$ cat src/rtl/cmfs_pkg.sv
// Package with shared constants, face codes and types of the cube map face selector.
package cmfs_pkg;

  // Default widths of the direction components and of the coordinate fraction.
  localparam int COMP_WIDTH_DEF      = 16;
  localparam int COORD_FRAC_BITS_DEF = 16;

  // Fixed widths of the result fields.
  localparam int FACE_WIDTH  = 3;
  localparam int COORD_WIDTH = 16;

  // Quotient bits resolved by each full divider stage; the last stage may resolve fewer.
  localparam int DIV_STEPS_PER_STAGE = 2;

  // Face codes.
  localparam logic [FACE_WIDTH-1:0] FACE_POS_X = 3'd0;
  localparam logic [FACE_WIDTH-1:0] FACE_NEG_X = 3'd1;
  localparam logic [FACE_WIDTH-1:0] FACE_POS_Y = 3'd2;
  localparam logic [FACE_WIDTH-1:0] FACE_NEG_Y = 3'd3;
  localparam logic [FACE_WIDTH-1:0] FACE_POS_Z = 3'd4;
  localparam logic [FACE_WIDTH-1:0] FACE_NEG_Z = 3'd5;

  // Side information that travels with a word through the divider.
  typedef struct packed {
    logic [FACE_WIDTH-1:0] face;
    logic                  zero;
  } cmfs_side_t;

endpackage

$ cat src/rtl/cmfs_if.sv
// Handshake interfaces for the direction words and the face result words.
interface cmfs_dir_if
  import cmfs_pkg::*;
#(
  parameter int COMP_WIDTH = COMP_WIDTH_DEF
);
  logic                         valid;
  logic                         ready;
  logic signed [COMP_WIDTH-1:0] dir_x;
  logic signed [COMP_WIDTH-1:0] dir_y;
  logic signed [COMP_WIDTH-1:0] dir_z;

  modport source (output valid, output dir_x, output dir_y, output dir_z, input ready);
  modport sink   (input valid, input dir_x, input dir_y, input dir_z, output ready);
endinterface

interface cmfs_face_if
  import cmfs_pkg::*;
();
  logic                   valid;
  logic                   ready;
  logic [FACE_WIDTH-1:0]  face;
  logic [COORD_WIDTH-1:0] coord_u;
  logic [COORD_WIDTH-1:0] coord_v;
  logic                   zero_vector;

  modport source (output valid, output face, output coord_u, output coord_v,
                  output zero_vector, input ready);
  modport sink   (input valid, input face, input coord_u, input coord_v,
                  input zero_vector, output ready);
endinterface

$ cat src/rtl/cmfs_div_stage.sv
// One stage of the pipelined restoring divider, two lanes sharing one divisor.
module cmfs_div_stage
  import cmfs_pkg::*;
#(
  parameter int COMP_WIDTH = COMP_WIDTH_DEF,
  parameter int QUOT_WIDTH = COORD_FRAC_BITS_DEF + 1,
  parameter int STEPS      = DIV_STEPS_PER_STAGE
) (
  input  logic                  clk_i,
  input  logic                  rst_ni,
  input  logic                  valid_i,
  output logic                  ready_o,
  input  logic [COMP_WIDTH:0]   div_i,
  input  logic [COMP_WIDTH:0]   rem_u_i,
  input  logic [COMP_WIDTH:0]   rem_v_i,
  input  logic [QUOT_WIDTH-1:0] acc_u_i,
  input  logic [QUOT_WIDTH-1:0] acc_v_i,
  input  cmfs_side_t            side_i,
  output logic                  valid_o,
  input  logic                  ready_i,
  output logic [COMP_WIDTH:0]   div_o,
  output logic [COMP_WIDTH:0]   rem_u_o,
  output logic [COMP_WIDTH:0]   rem_v_o,
  output logic [QUOT_WIDTH-1:0] acc_u_o,
  output logic [QUOT_WIDTH-1:0] acc_v_o,
  output cmfs_side_t            side_o
);

  logic                  valid_q;
  logic [COMP_WIDTH:0]   div_q, rem_u_q, rem_v_q, rem_u_d, rem_v_d;
  logic [QUOT_WIDTH-1:0] acc_u_q, acc_v_q, acc_u_d, acc_v_d;
  cmfs_side_t            side_q;

  // The stage takes a word when it is empty or its word moves on.
  assign ready_o = !valid_q || ready_i;

  // Shift one dividend bit into each remainder and subtract the divisor where it fits.
  // The accumulator shifts dividend bits out at the top and quotient bits in at the bottom.
  always_comb begin
    logic [COMP_WIDTH+1:0] tu;
    logic [COMP_WIDTH+1:0] tv;
    logic [COMP_WIDTH+1:0] dw;
    dw      = {1'b0, div_i};
    rem_u_d = rem_u_i;
    rem_v_d = rem_v_i;
    acc_u_d = acc_u_i;
    acc_v_d = acc_v_i;
    for (int j = 0; j < STEPS; j++) begin
      tu = {rem_u_d, acc_u_d[QUOT_WIDTH-1]};
      tv = {rem_v_d, acc_v_d[QUOT_WIDTH-1]};
      if (tu >= dw) begin
        tu      = tu - dw;
        acc_u_d = {acc_u_d[QUOT_WIDTH-2:0], 1'b1};
      end else begin
        acc_u_d = {acc_u_d[QUOT_WIDTH-2:0], 1'b0};
      end
      if (tv >= dw) begin
        tv      = tv - dw;
        acc_v_d = {acc_v_d[QUOT_WIDTH-2:0], 1'b1};
      end else begin
        acc_v_d = {acc_v_d[QUOT_WIDTH-2:0], 1'b0};
      end
      rem_u_d = tu[COMP_WIDTH:0];
      rem_v_d = tv[COMP_WIDTH:0];
    end
  end

  // Valid bit of the stage.
  always_ff @(posedge clk_i or negedge rst_ni) begin
    if (!rst_ni) begin
      valid_q <= 1'b0;
    end else if (ready_o) begin
      valid_q <= valid_i;
    end
  end

  // Payload of the stage.
  always_ff @(posedge clk_i) begin
    if (ready_o && valid_i) begin
      div_q   <= div_i;
      rem_u_q <= rem_u_d;
      rem_v_q <= rem_v_d;
      acc_u_q <= acc_u_d;
      acc_v_q <= acc_v_d;
      side_q  <= side_i;
    end
  end

  assign valid_o = valid_q;
  assign div_o   = div_q;
  assign rem_u_o = rem_u_q;
  assign rem_v_o = rem_v_q;
  assign acc_u_o = acc_u_q;
  assign acc_v_o = acc_v_q;
  assign side_o  = side_q;

endmodule

$ cat src/rtl/cube_map_face_select.sv
// Cube map face selector: major axis pick, face index and pipelined face coordinates.
// Each word is registered in stages 1 to 3, in the divider stages and in the output stage.
// Throughput: one word per cycle while the result side is ready; the divider resolves two quotient bits per stage.
// Reset clears every stage valid bit at once; the data registers are not reset.
module cube_map_face_select
  import cmfs_pkg::*;
#(
  parameter int COMP_WIDTH      = COMP_WIDTH_DEF,
  parameter int COORD_FRAC_BITS = COORD_FRAC_BITS_DEF
) (
  input  logic        clk_i,
  input  logic        rst_ni,
  cmfs_dir_if.sink    dir_i,
  cmfs_face_if.source res_o
);

  localparam int CW   = COMP_WIDTH;
  localparam int QW   = COORD_FRAC_BITS + 1;
  localparam int DW   = CW + COORD_FRAC_BITS + 2;
  localparam int NDIV = (QW + DIV_STEPS_PER_STAGE - 1) / DIV_STEPS_PER_STAGE;
  localparam int LIM  = (COORD_FRAC_BITS >= COORD_WIDTH) ? (2 ** COORD_WIDTH) - 1
                                                         : (2 ** COORD_FRAC_BITS) - 1;
  localparam int HALF = (2 ** (COORD_FRAC_BITS - 1)) % (2 ** COORD_WIDTH);

  // ---------------------------------------------------------------------------
  // Stage 1: magnitudes of the components.
  logic          s1_v_q, s1_rdy, s2_rdy;
  logic [CW-1:0] x_in, y_in, z_in;
  logic [CW-1:0] x_q, y_q, z_q, ax_q, ay_q, az_q;

  assign x_in   = CW'(dir_i.dir_x);
  assign y_in   = CW'(dir_i.dir_y);
  assign z_in   = CW'(dir_i.dir_z);
  assign s1_rdy = !s1_v_q || s2_rdy;
  assign dir_i.ready = s1_rdy;

  always_ff @(posedge clk_i or negedge rst_ni) begin
    if (!rst_ni) begin
      s1_v_q <= 1'b0;
    end else if (s1_rdy) begin
      s1_v_q <= dir_i.valid;
    end
  end

  always_ff @(posedge clk_i) begin
    if (s1_rdy && dir_i.valid) begin
      x_q  <= x_in;
      y_q  <= y_in;
      z_q  <= z_in;
      ax_q <= x_in[CW-1] ? (~x_in + 1'b1) : x_in;
      ay_q <= y_in[CW-1] ? (~y_in + 1'b1) : y_in;
      az_q <= z_in[CW-1] ? (~z_in + 1'b1) : z_in;
    end
  end

  // ---------------------------------------------------------------------------
  // Stage 2: major axis, face and the sc/tc pair from the sign table.
  logic               s2_v_q, s3_rdy;
  logic signed [CW:0] xs, ys, zs, sc_d, tc_d, sc_q, tc_q;
  logic [CW-1:0]      ma_d, ma_q;
  cmfs_side_t         side2_d, side2_q;

  assign xs     = $signed({x_q[CW-1], x_q});
  assign ys     = $signed({y_q[CW-1], y_q});
  assign zs     = $signed({z_q[CW-1], z_q});
  assign s2_rdy = !s2_v_q || s3_rdy;

  // Ties go to X, then Y; a nonnegative major component picks the positive face.
  always_comb begin
    side2_d.zero = (ax_q == '0) && (ay_q == '0) && (az_q == '0);
    if ((ax_q >= ay_q) && (ax_q >= az_q)) begin
      ma_d = ax_q;
      tc_d = -ys;
      if (!x_q[CW-1]) begin
        side2_d.face = FACE_POS_X;
        sc_d         = -zs;
      end else begin
        side2_d.face = FACE_NEG_X;
        sc_d         = zs;
      end
    end else if (ay_q >= az_q) begin
      ma_d = ay_q;
      sc_d = xs;
      if (!y_q[CW-1]) begin
        side2_d.face = FACE_POS_Y;
        tc_d         = zs;
      end else begin
        side2_d.face = FACE_NEG_Y;
        tc_d         = -zs;
      end
    end else begin
      ma_d = az_q;
      tc_d = -ys;
      if (!z_q[CW-1]) begin
        side2_d.face = FACE_POS_Z;
        sc_d         = xs;
      end else begin
        side2_d.face = FACE_NEG_Z;
        sc_d         = -xs;
      end
    end
  end

  always_ff @(posedge clk_i or negedge rst_ni) begin
    if (!rst_ni) begin
      s2_v_q <= 1'b0;
    end else if (s2_rdy) begin
      s2_v_q <= s1_v_q;
    end
  end

  always_ff @(posedge clk_i) begin
    if (s2_rdy && s1_v_q) begin
      sc_q    <= sc_d;
      tc_q    <= tc_d;
      ma_q    <= ma_d;
      side2_q <= side2_d;
    end
  end

  // ---------------------------------------------------------------------------
  // Stage 3: dividends (sc + ma) * 2^F + ma over the divisor 2 * ma, which
  // rounds the quotient to nearest with ties up.
  logic          s3_v_q;
  logic [CW+1:0] nu_w, nv_w;
  logic [DW-1:0] du, dv;
  logic [CW:0]   div_q3, ru_q3, rv_q3;
  logic [QW-1:0] au_q3, av_q3;
  cmfs_side_t    side3_q;

  assign nu_w = $unsigned({sc_q[CW], sc_q}) + {2'b00, ma_q};
  assign nv_w = $unsigned({tc_q[CW], tc_q}) + {2'b00, ma_q};
  assign du   = (DW'(nu_w[CW:0]) << COORD_FRAC_BITS) + DW'(ma_q);
  assign dv   = (DW'(nv_w[CW:0]) << COORD_FRAC_BITS) + DW'(ma_q);

  logic          dv_vld [NDIV+1];
  logic          dv_rdy [NDIV+1];
  logic [CW:0]   dv_div [NDIV+1];
  logic [CW:0]   dv_ru  [NDIV+1];
  logic [CW:0]   dv_rv  [NDIV+1];
  logic [QW-1:0] dv_au  [NDIV+1];
  logic [QW-1:0] dv_av  [NDIV+1];
  cmfs_side_t    dv_side[NDIV+1];

  assign s3_rdy = !s3_v_q || dv_rdy[0];

  always_ff @(posedge clk_i or negedge rst_ni) begin
    if (!rst_ni) begin
      s3_v_q <= 1'b0;
    end else if (s3_rdy) begin
      s3_v_q <= s2_v_q;
    end
  end

  // The quotient stays below 2^QW, so the top part of the dividend is already
  // a valid starting remainder and only the low QW bits are shifted through.
  always_ff @(posedge clk_i) begin
    if (s3_rdy && s2_v_q) begin
      div_q3  <= {ma_q, 1'b0};
      ru_q3   <= du[DW-1:QW];
      rv_q3   <= dv[DW-1:QW];
      au_q3   <= du[QW-1:0];
      av_q3   <= dv[QW-1:0];
      side3_q <= side2_q;
    end
  end

  assign dv_vld[0]  = s3_v_q;
  assign dv_div[0]  = div_q3;
  assign dv_ru[0]   = ru_q3;
  assign dv_rv[0]   = rv_q3;
  assign dv_au[0]   = au_q3;
  assign dv_av[0]   = av_q3;
  assign dv_side[0] = side3_q;

  // ---------------------------------------------------------------------------
  // Divider stages, two quotient bits each (fewer in the last one).
  for (genvar k = 0; k < NDIV; k++) begin : g_div
    localparam int STEPS = ((QW - k * DIV_STEPS_PER_STAGE) < DIV_STEPS_PER_STAGE)
                           ? (QW - k * DIV_STEPS_PER_STAGE) : DIV_STEPS_PER_STAGE;
    cmfs_div_stage #(
      .COMP_WIDTH(CW),
      .QUOT_WIDTH(QW),
      .STEPS     (STEPS)
    ) u_stage (
      .clk_i  (clk_i),
      .rst_ni (rst_ni),
      .valid_i(dv_vld[k]),
      .ready_o(dv_rdy[k]),
      .div_i  (dv_div[k]),
      .rem_u_i(dv_ru[k]),
      .rem_v_i(dv_rv[k]),
      .acc_u_i(dv_au[k]),
      .acc_v_i(dv_av[k]),
      .side_i (dv_side[k]),
      .valid_o(dv_vld[k+1]),
      .ready_i(dv_rdy[k+1]),
      .div_o  (dv_div[k+1]),
      .rem_u_o(dv_ru[k+1]),
      .rem_v_o(dv_rv[k+1]),
      .acc_u_o(dv_au[k+1]),
      .acc_v_o(dv_av[k+1]),
      .side_o (dv_side[k+1])
    );
  end

  // ---------------------------------------------------------------------------
  // Output stage: saturation and the zero vector case.
  logic                   out_v_q, out_rdy;
  logic [QW-1:0]          qu, qv;
  logic [COORD_WIDTH-1:0] cu_d, cv_d, cu_q, cv_q;
  cmfs_side_t             out_side_q;

  assign qu      = dv_au[NDIV];
  assign qv      = dv_av[NDIV];
  assign out_rdy = !out_v_q || res_o.ready;
  assign dv_rdy[NDIV] = out_rdy;

  always_comb begin
    if (dv_side[NDIV].zero) begin
      cu_d = COORD_WIDTH'(HALF);
      cv_d = COORD_WIDTH'(HALF);
    end else begin
      cu_d = (qu > QW'(LIM)) ? COORD_WIDTH'(LIM) : COORD_WIDTH'(qu);
      cv_d = (qv > QW'(LIM)) ? COORD_WIDTH'(LIM) : COORD_WIDTH'(qv);
    end
  end

  always_ff @(posedge clk_i or negedge rst_ni) begin
    if (!rst_ni) begin
      out_v_q <= 1'b0;
    end else if (out_rdy) begin
      out_v_q <= dv_vld[NDIV];
    end
  end

  always_ff @(posedge clk_i) begin
    if (out_rdy && dv_vld[NDIV]) begin
      cu_q       <= cu_d;
      cv_q       <= cv_d;
      out_side_q <= dv_side[NDIV];
    end
  end

  assign res_o.valid       = out_v_q;
  assign res_o.face        = out_side_q.face;
  assign res_o.coord_u     = cu_q;
  assign res_o.coord_v     = cv_q;
  assign res_o.zero_vector = out_side_q.zero;

  // ---------------------------------------------------------------------------
  // Assertions.
  a_accept_fills_s1: assert property (@(posedge clk_i) disable iff (!rst_ni)
    (dir_i.valid && dir_i.ready) |=> s1_v_q)
    else $error("accepted direction word did not reach the first stage");

  a_zero_face: assert property (@(posedge clk_i) disable iff (!rst_ni)
    (res_o.valid && res_o.zero_vector) |-> (res_o.face == FACE_POS_X))
    else $error("zero vector result with a face other than +X");

  a_face_range: assert property (@(posedge clk_i) disable iff (!rst_ni)
    res_o.valid |-> (res_o.face <= FACE_NEG_Z))
    else $error("face code out of range");

  a_out_hold: assert property (@(posedge clk_i) disable iff (!rst_ni)
    (out_v_q && !res_o.ready) |=> (out_v_q && $stable(cu_q) && $stable(cv_q)))
    else $error("stalled result word changed");

endmodule

$ cat src/flat_wrapper.sv
// flat-port wrapper written by rule: the top's interface ports become plain ports
module cube_map_face_select_flat import cmfs_pkg::*;
#(
  parameter int COMP_WIDTH      = COMP_WIDTH_DEF,
  parameter int COORD_FRAC_BITS = COORD_FRAC_BITS_DEF
)
  (clk_i, rst_ni, dir_i_valid, dir_i_dir_x, dir_i_dir_y, dir_i_dir_z, dir_i_ready, res_o_valid, res_o_face, res_o_coord_u, res_o_coord_v, res_o_zero_vector, res_o_ready);
  cmfs_dir_if #(.COMP_WIDTH(COMP_WIDTH)) dir_i_i ();
  cmfs_face_if res_o_i ();
  input  logic clk_i;
  input  logic rst_ni;
  input wire logic [$bits(dir_i_i.valid)-1:0] dir_i_valid;
  input wire logic [$bits(dir_i_i.dir_x)-1:0] dir_i_dir_x;
  input wire logic [$bits(dir_i_i.dir_y)-1:0] dir_i_dir_y;
  input wire logic [$bits(dir_i_i.dir_z)-1:0] dir_i_dir_z;
  output wire logic [$bits(dir_i_i.ready)-1:0] dir_i_ready;
  output wire logic [$bits(res_o_i.valid)-1:0] res_o_valid;
  output wire logic [$bits(res_o_i.face)-1:0] res_o_face;
  output wire logic [$bits(res_o_i.coord_u)-1:0] res_o_coord_u;
  output wire logic [$bits(res_o_i.coord_v)-1:0] res_o_coord_v;
  output wire logic [$bits(res_o_i.zero_vector)-1:0] res_o_zero_vector;
  input wire logic [$bits(res_o_i.ready)-1:0] res_o_ready;
  assign dir_i_i.valid = dir_i_valid;
  assign dir_i_i.dir_x = dir_i_dir_x;
  assign dir_i_i.dir_y = dir_i_dir_y;
  assign dir_i_i.dir_z = dir_i_dir_z;
  assign dir_i_ready = dir_i_i.ready;
  assign res_o_valid = res_o_i.valid;
  assign res_o_face = res_o_i.face;
  assign res_o_coord_u = res_o_i.coord_u;
  assign res_o_coord_v = res_o_i.coord_v;
  assign res_o_zero_vector = res_o_i.zero_vector;
  assign res_o_i.ready = res_o_ready;
  cube_map_face_select #(.COMP_WIDTH(COMP_WIDTH), .COORD_FRAC_BITS(COORD_FRAC_BITS)) u_core (.clk_i(clk_i), .rst_ni(rst_ni), .dir_i(dir_i_i), .res_o(res_o_i));
endmodule
$ cat config.mk
export PLATFORM = sky130hd
export DESIGN_NAME = cube_map_face_select_flat
export DESIGN_NICKNAME = d
export VERILOG_FILES = /design/src/rtl/cmfs_pkg.sv /design/src/rtl/cmfs_if.sv /design/src/rtl/cmfs_div_stage.sv /design/src/rtl/cube_map_face_select.sv /design/src/flat_wrapper.sv
export SDC_FILE = /design/constraint.sdc
export NUM_CORES = 2
export LEC_CHECK = 0
export ABC_AREA = 0
export ABC_CLOCK_PERIOD_IN_PS = 18640
export BUFFER_PORTS_ARGS = -buffer_cell sky130_fd_sc_hd__buf_2
export CAP_MARGIN = 30
export CORE_MARGIN = 10
export CORE_UTILIZATION = 50
export DETAILED_ROUTE_END_ITERATION = 8
export HOLD_SLACK_MARGIN = 0.08
export PLACE_DENSITY = 0.7
export SYNTH_ARGS = -nofsm -noshare
export SYNTH_HDL_FRONTEND = slang
export SYNTH_SLANG_ARGS = --single-unit
$ cat constraint.sdc
create_clock -name clk_i -period 18.64 [get_ports clk_i]
set_clock_uncertainty 0.15 [all_clocks]
set_input_delay 0.932 -clock clk_i [delete_from_list [all_inputs] [get_ports clk_i]]
set_output_delay 0.932 -clock clk_i [all_outputs]
set_load 0.01 [all_outputs]
## After elaboration in Yosys (flattened, before gate mapping)

Index checks and enable logic that the tools add are counted.

| operators by class | value |
|---|---|
| add/subtract/negate cells | 42 |
| reductions and logical operators | 47 |
| multiplexer cells | 85 |
| order comparisons | 39 |
| bitwise operators | 3 |

Operator list:

| cell | count |
|---|---|
| $mux 17 | 39 |
| $ge 18x17->1 | 34 |
| $sub 17x17->17 | 32 |
| $mux 15 | 5 |
| $add 33x16->34 | 2 |
| $neg 16->17 | 3 |
| $add 16x1->16 const B | 3 |
| $ge 16x16->1 | 3 |
| $logic_not 16->1 | 3 |
| $not 16->16 | 3 |
| $mux 1 | 37 |
| $add 17x17->17 | 2 |
| $gt 17x16->1 const B | 2 |
| $mux 16 | 2 |
| $logic_and 1x1->1 | 16 |
| $logic_not 1->1 | 13 |
| $logic_or 1x1->1 | 13 |
| $mux 3 | 2 |
| $reduce_or 2->1 | 2 |

| word-level totals | value |
|---|---|
| output and inout bits | 38 |
| register bits | 1029 |

## Longest topological paths before layout

| logic depth | value |
|---|---|
| depth in word-level cells | 15 |
| depth in mapped cells | 22 |
| mapped depth without buffers | 21 |

## By module

Synthesis repeated with hierarchy kept, for this count alone.

| second synthesis, totals | value |
|---|---|
| cell total of the unflattened synthesis | 6682 |
| area total of the unflattened synthesis | 72473.3 um^2 |

Modules (own cells, without submodules):

| module | times used | area each (um^2) | cells an instance |
|---|---|---|---|
| cmfs_div_stage (u_core.g_div[1].u_stage ...) | 6 | 6859.1 | 651 |
| cmfs_div_stage (u_core.g_div[0].u_stage ...) | 2 | 6717.7 | 633 |
| cube_map_face_select | 1 | 13005.0 | 1118 |
| cmfs_div_stage (u_core.g_div[8].u_stage) | 1 | 4878.4 | 392 |

## Worst setup path before layout

Ideal clock, no wire load.

| timing | value |
|---|---|
| path kind | input-to-reg |
| from | in res_o_ready |
| to | reg u_core.g_div[1].u_stage.acc_u_q[0], enable pin |
| stages on the path | 6 |
| buffers on the path | 1 |
| setup time | 0.570 ns |
| arrival time | 5.908 ns |
| slack | 12.012 ns |
| cell sequence | nor2b_1 > nand3_1 > nor2_1 > and4_1 > clkbuf_1 > a21boi_0 |

| between the ends | value |
|---|---|
| cells in the longest elaborated chain, start to end | 10 |

RTL lines:

| element | line | text |
|---|---|---|
| start: declaration | flat_wrapper.sv:22 | `input wire logic [$bits(res_o_i.ready)-1:0] res_o_ready;` |
| $logic_or 1x1->1 | cube_map_face_select.sv:216 | `assign out_rdy = !out_v_q \|\| res_o.ready;` |
| $logic_or 1x1->1 (8 in a row) | cmfs_div_stage.sv:35 | `assign ready_o = !valid_q \|\| ready_i;` |
| $logic_and 1x1->1 | cmfs_div_stage.sv:79 | `if (ready_o && valid_i) begin` |
| end signal: assignment | cmfs_div_stage.sv:83 | `acc_u_q <= acc_u_d;` |
| end: declaration | cmfs_div_stage.sv:31 | `logic [QUOT_WIDTH-1:0] acc_u_q, acc_v_q, acc_u_d, acc_v_d;` |

Every way passes these cells.
A chain may end at the register's enable or synchronous reset.

==> flow_metrics.env <==
export IMPL_path_clk_slew_ns=0.06
export IMPL_fmax_mhz=146.0
export IMPL_r2r_slack_ns=11.79
export IMPL_cp_start_kind="flop"
export IMPL_hold_buffers=1
export IMPL_busiest_layer="met2"
export IMPL_async_flop_share=0.01533
export IMPL_h_tree_depth=3
export IMPL_fin_nets=6602
export IMPL_yosys_area_share_simple=0.1152
export IMPL_synthesis_nets=6470
export IMPL_die_h_um=369.6
export IMPL_synth_compound_area_share=0.1566
export IMPL_ff2ff_path_depth=18
export IMPL_syn_cell_area_um2=61110
export IMPL_drtIter0Drc=4011
export IMPL_yosysSeqAreaShare=0.4156
export IMPL_vias=45970
export IMPL_start_util=0.5027
export IMPL_synth_top_flop_cell="edfxtp_1"
export IMPL_finalHoldViolations=0
export IMPL_critical_path_class="reg2reg"
export IMPL_status="finished, final reports clean"
export IMPL_grt_usage=0.2308
export IMPL_tns_ns=0
export IMPL_syn_to_final_growth_pct=9.430
export IMPL_max_slew_margin_rel=0.3063
export IMPL_ctsResizeCount=0
export IMPL_synth_xor_area_frac=0.06793
export IMPL_drv_cap=0
export IMPL_die_x_um=369.6
export IMPL_port_buffers=89
export IMPL_crit_buf_inv=1
export IMPL_rsz0062_at_grt="no"
export IMPL_slew_viol_final=0
export IMPL_dp_cells=7429
export IMPL_crit_reg2reg_launch="u_core.g_div[2].u_stage.acc_u_o[7]"
export IMPL_cts_setup_buffers=0
export IMPL_muxShareOfSynthArea=0.07852
export IMPL_grt_pass1_vias=43580
export IMPL_synth_top_family_by_area="compound AO/OA/AOI/OAI gates"
export IMPL_gp_congestion=0.9469
export IMPL_worst_ep_required_time_ns=18.93
export IMPL_clockBufferDepth=3
export IMPL_cts_tree="done"
export IMPL_fin_crit_sh=0.3676
export IMPL_final_antenna_net_count=0
export IMPL_core_area_um2=121600
export IMPL_io_pins=90
export IMPL_final_cells=7606
export IMPL_period_minus_slack_ns=6.851
export IMPL_worstMarginPinSlew_ns=1.038
export IMPL_holdPathEnd="u_core.g_div[8].u_stage.acc_v_o[12]"
export IMPL_yosysWarnings=0
export IMPL_dieArea_um2=136600
export IMPL_hpwl_um=125800
export IMPL_grt_max_degree=68
export IMPL_antenna_found_initial=7
export IMPL_clkLatencyLatePin_ns=0.73
export IMPL_cts_root_buffer="clkbuf_16"
export IMPL_route_detailed_drc=0
export IMPL_critical_path_cell_chain="inv_1 -> ha_1 -> nor2b_1 -> o31a_1 -> o31a_1 -> nor2_1 -> a2111oi_1 -> nand2b_1 -> mux2_2 -> ha_1 -> a21oi_1 -> o21ai_0 -> a221oi_1 -> o21ai_0 -> or3b_2 -> a31oi_1 -> o211ai_2 -> mux2_2"
export IMPL_wl_per_cell_um=21.38
export IMPL_synth_seq_cells=848
export IMPL_globalRouteMet3Util=0.03269
export IMPL_slowest_delay_ns=0.81
export IMPL_clock_sinks=848
export IMPL_crit_slowest_cell="nand2b_1"
export IMPL_use_met2=0.3770
export IMPL_drt_first_pass_iters=6
export IMPL_cp_end_kind="flop"
export IMPL_grt_pass1_wl_um=250000
export IMPL_syn_inst=5770
export IMPL_antenna_cells=0
export IMPL_avgSynthCellArea_um2=10.59
export IMPL_wirelength_um=162600
export IMPL_gr_total_overflow=0
export IMPL_setup_viol=0
export IMPL_path_delay_family="compound AO/OA/AOI/OAI gates"
export IMPL_cp_max_fo=17
export IMPL_synthAdderAreaFrac=0.1368
export IMPL_hold_class="reg2reg"
export IMPL_critPathArrivalTime_ns=7.14
export IMPL_hold_depth=0
export IMPL_synthDistinctLibCells=95
export IMPL_synth_edff_count=835
export IMPL_grt_util_met1=0.3169
export IMPL_via_per_inst=6.044
export IMPL_placementRows=128
export IMPL_numCtsBuffers=94
export IMPL_drive_above_1_share=0.1197
export IMPL_worstReg2RegEnd="u_core.g_div[3].u_stage.rem_u_o[11]"
export IMPL_hold_start="u_core.g_div[7].u_stage.acc_v_o[11]"
-- synthesized netlist by cell type (34+ instances only) --
master	number	area, um^2
o31ai_1	42	315.3
mux2i_1	68	680.7
a21o_1	127	953.4
clkbuf_1	57	214.0
xnor2_1	328	2873
nand2b_1	65	406.6
a211oi_1	55	412.9
mux2_2	353	3975
ha_1	614	7682
fa_1	34	680.7
nand3_1	88	440.4
a21oi_1	419	2097
nor4_1	47	294.0
o21bai_1	48	360.4
edfxtp_1	835	25070
nand2_1	335	1257
nor2_1	417	1565
o211ai_1	57	427.9
nand4_1	72	450.4
inv_1	364	1366
nor3_1	126	630.6
nor2b_1	69	431.7
xor2_1	146	1279
o21ai_0	303	1516
or3_1	63	394.1
o21a_1	100	750.7
a31oi_1	64	400.4
-- per-stage QoR --
step	instance area, um^2	hold slack, ns	utilization	worst slack [ns]
2_1_floorplan	61110	0.2503	-	12.01
3_3_place_gp	63520	0.2505	0.5226	11.94
3_5_place_dp	63610	0.2545	0.5233	11.90
4_1_cts	66870	0.2149	0.5501	11.82
5_1_grt	66870	0.2337	0.5501	11.27
6_report	66870	0.2625	0.5501	11.79
-- per-layer routing --
layer  wire length, um  share of wire  up-vias
li1                  -              -    22110
met1             72600           0.45    22150
met2             75530           0.46     1471
met3             10000          0.061      244
met4              4484          0.028        2
met5                16       0.000098        -
-- layout by cell type (no fill, tap or decap), types with 126 or more instances in the layout --
| master | instances |
|---|---|
| inv_1 | 364 |
| nor2_1 | 415 |
| nor3_1 | 126 |
| o21ai_0 | 302 |
| nand2_1 | 335 |
| xnor2_1 | 328 |
| a21o_1 | 127 |
| ha_1 | 614 |
| mux2_2 | 353 |
| edfxtp_1 | 835 |
| xor2_1 | 146 |
| a21oi_1 | 417 |
-- how the worst max path moves through the flow --
stage | start | end | depth (start not counted)
after global routing | u_core.g_div[2].u_stage.acc_u_o[7] | u_core.g_div[3].u_stage.rem_u_o[13] | 18
final | u_core.g_div[2].u_stage.acc_u_o[7] | u_core.g_div[3].u_stage.rem_u_o[11] | 18
after detailed placement | u_core.g_div[2].u_stage.acc_u_o[7] | u_core.g_div[3].u_stage.rem_u_o[15] | 18
after global placement | u_core.g_div[2].u_stage.acc_u_o[7] | u_core.g_div[3].u_stage.rem_u_o[9] | 18
after CTS | u_core.g_div[2].u_stage.acc_u_o[7] | u_core.g_div[3].u_stage.rem_u_o[11] | 18
after floorplan | res_o_ready | u_core.g_div[1].u_stage.acc_u_o[0] | 6
-- worst register-to-register path: stages, from the launching register on --
cell and delay, ns:
edfxtp_1 0.41, inv_1 0.35, ha_1 0.23, nor2b_1 0.16
o31a_1 0.18, o31a_1 0.16, nor2_1 0.10, a2111oi_1 0.60
nand2b_1 0.81, mux2_2 0.44, ha_1 0.36, a21oi_1 0.26
o21ai_0 0.12, a221oi_1 0.29, o21ai_0 0.28, or3b_2 0.51
a31oi_1 0.22, o211ai_2 0.46, mux2_2 0.47
-- layout make-up --
cell class / instances / area [um^2]
fillers: 10450 / 54680
multi-input cells: 4464 / 34030
inverters: 365 / 1370
repair buffers: 129 / 797.0
flip-flops and latches: 848 / 25400
clock buffers: 111 / 2416
well taps: 1625 / 2033
clock inverters: 64 / 830.8
-- sequential cells by signal (all words and copies together) (netlist names), 16 cells and up --
register                      flops
u_core.g_div.u_stage.acc_v_o     89
u_core.tc_q                      17
u_core.g_div.u_stage.div_o       64
u_core.az_q                      16
u_core.g_div.u_stage.side_o      36
u_core.res_o.coord_v             16
u_core.ma_q                      16
u_core.rv_q3                     16
u_core.ay_q                      16
u_core.res_o.coord_u             16
u_core.g_div.u_stage.rem_v_o    128
u_core.av_q3                     17
u_core.g_div.u_stage.acc_u_o    145
u_core.ru_q3                     16
u_core.g_div.u_stage.rem_u_o    136
u_core.sc_q                      17
u_core.ax_q                      16
-- logic make-up after synthesis --
| kind of cell | Yosys count |
|---|---|
| AO/OA/AOI/OAI | 1469 |
| XOR/XNOR | 474 |
| adder cells (fa/ha/maj) | 648 |
| buffers and inverters | 458 |
| flip-flops | 848 |
| multiplexers | 430 |
| AND/OR/NAND/NOR | 1443 |
Power is left out: the tool's default activity adds up to more than one toggle a clock period on the data nets, which glitch-free logic cannot reach.
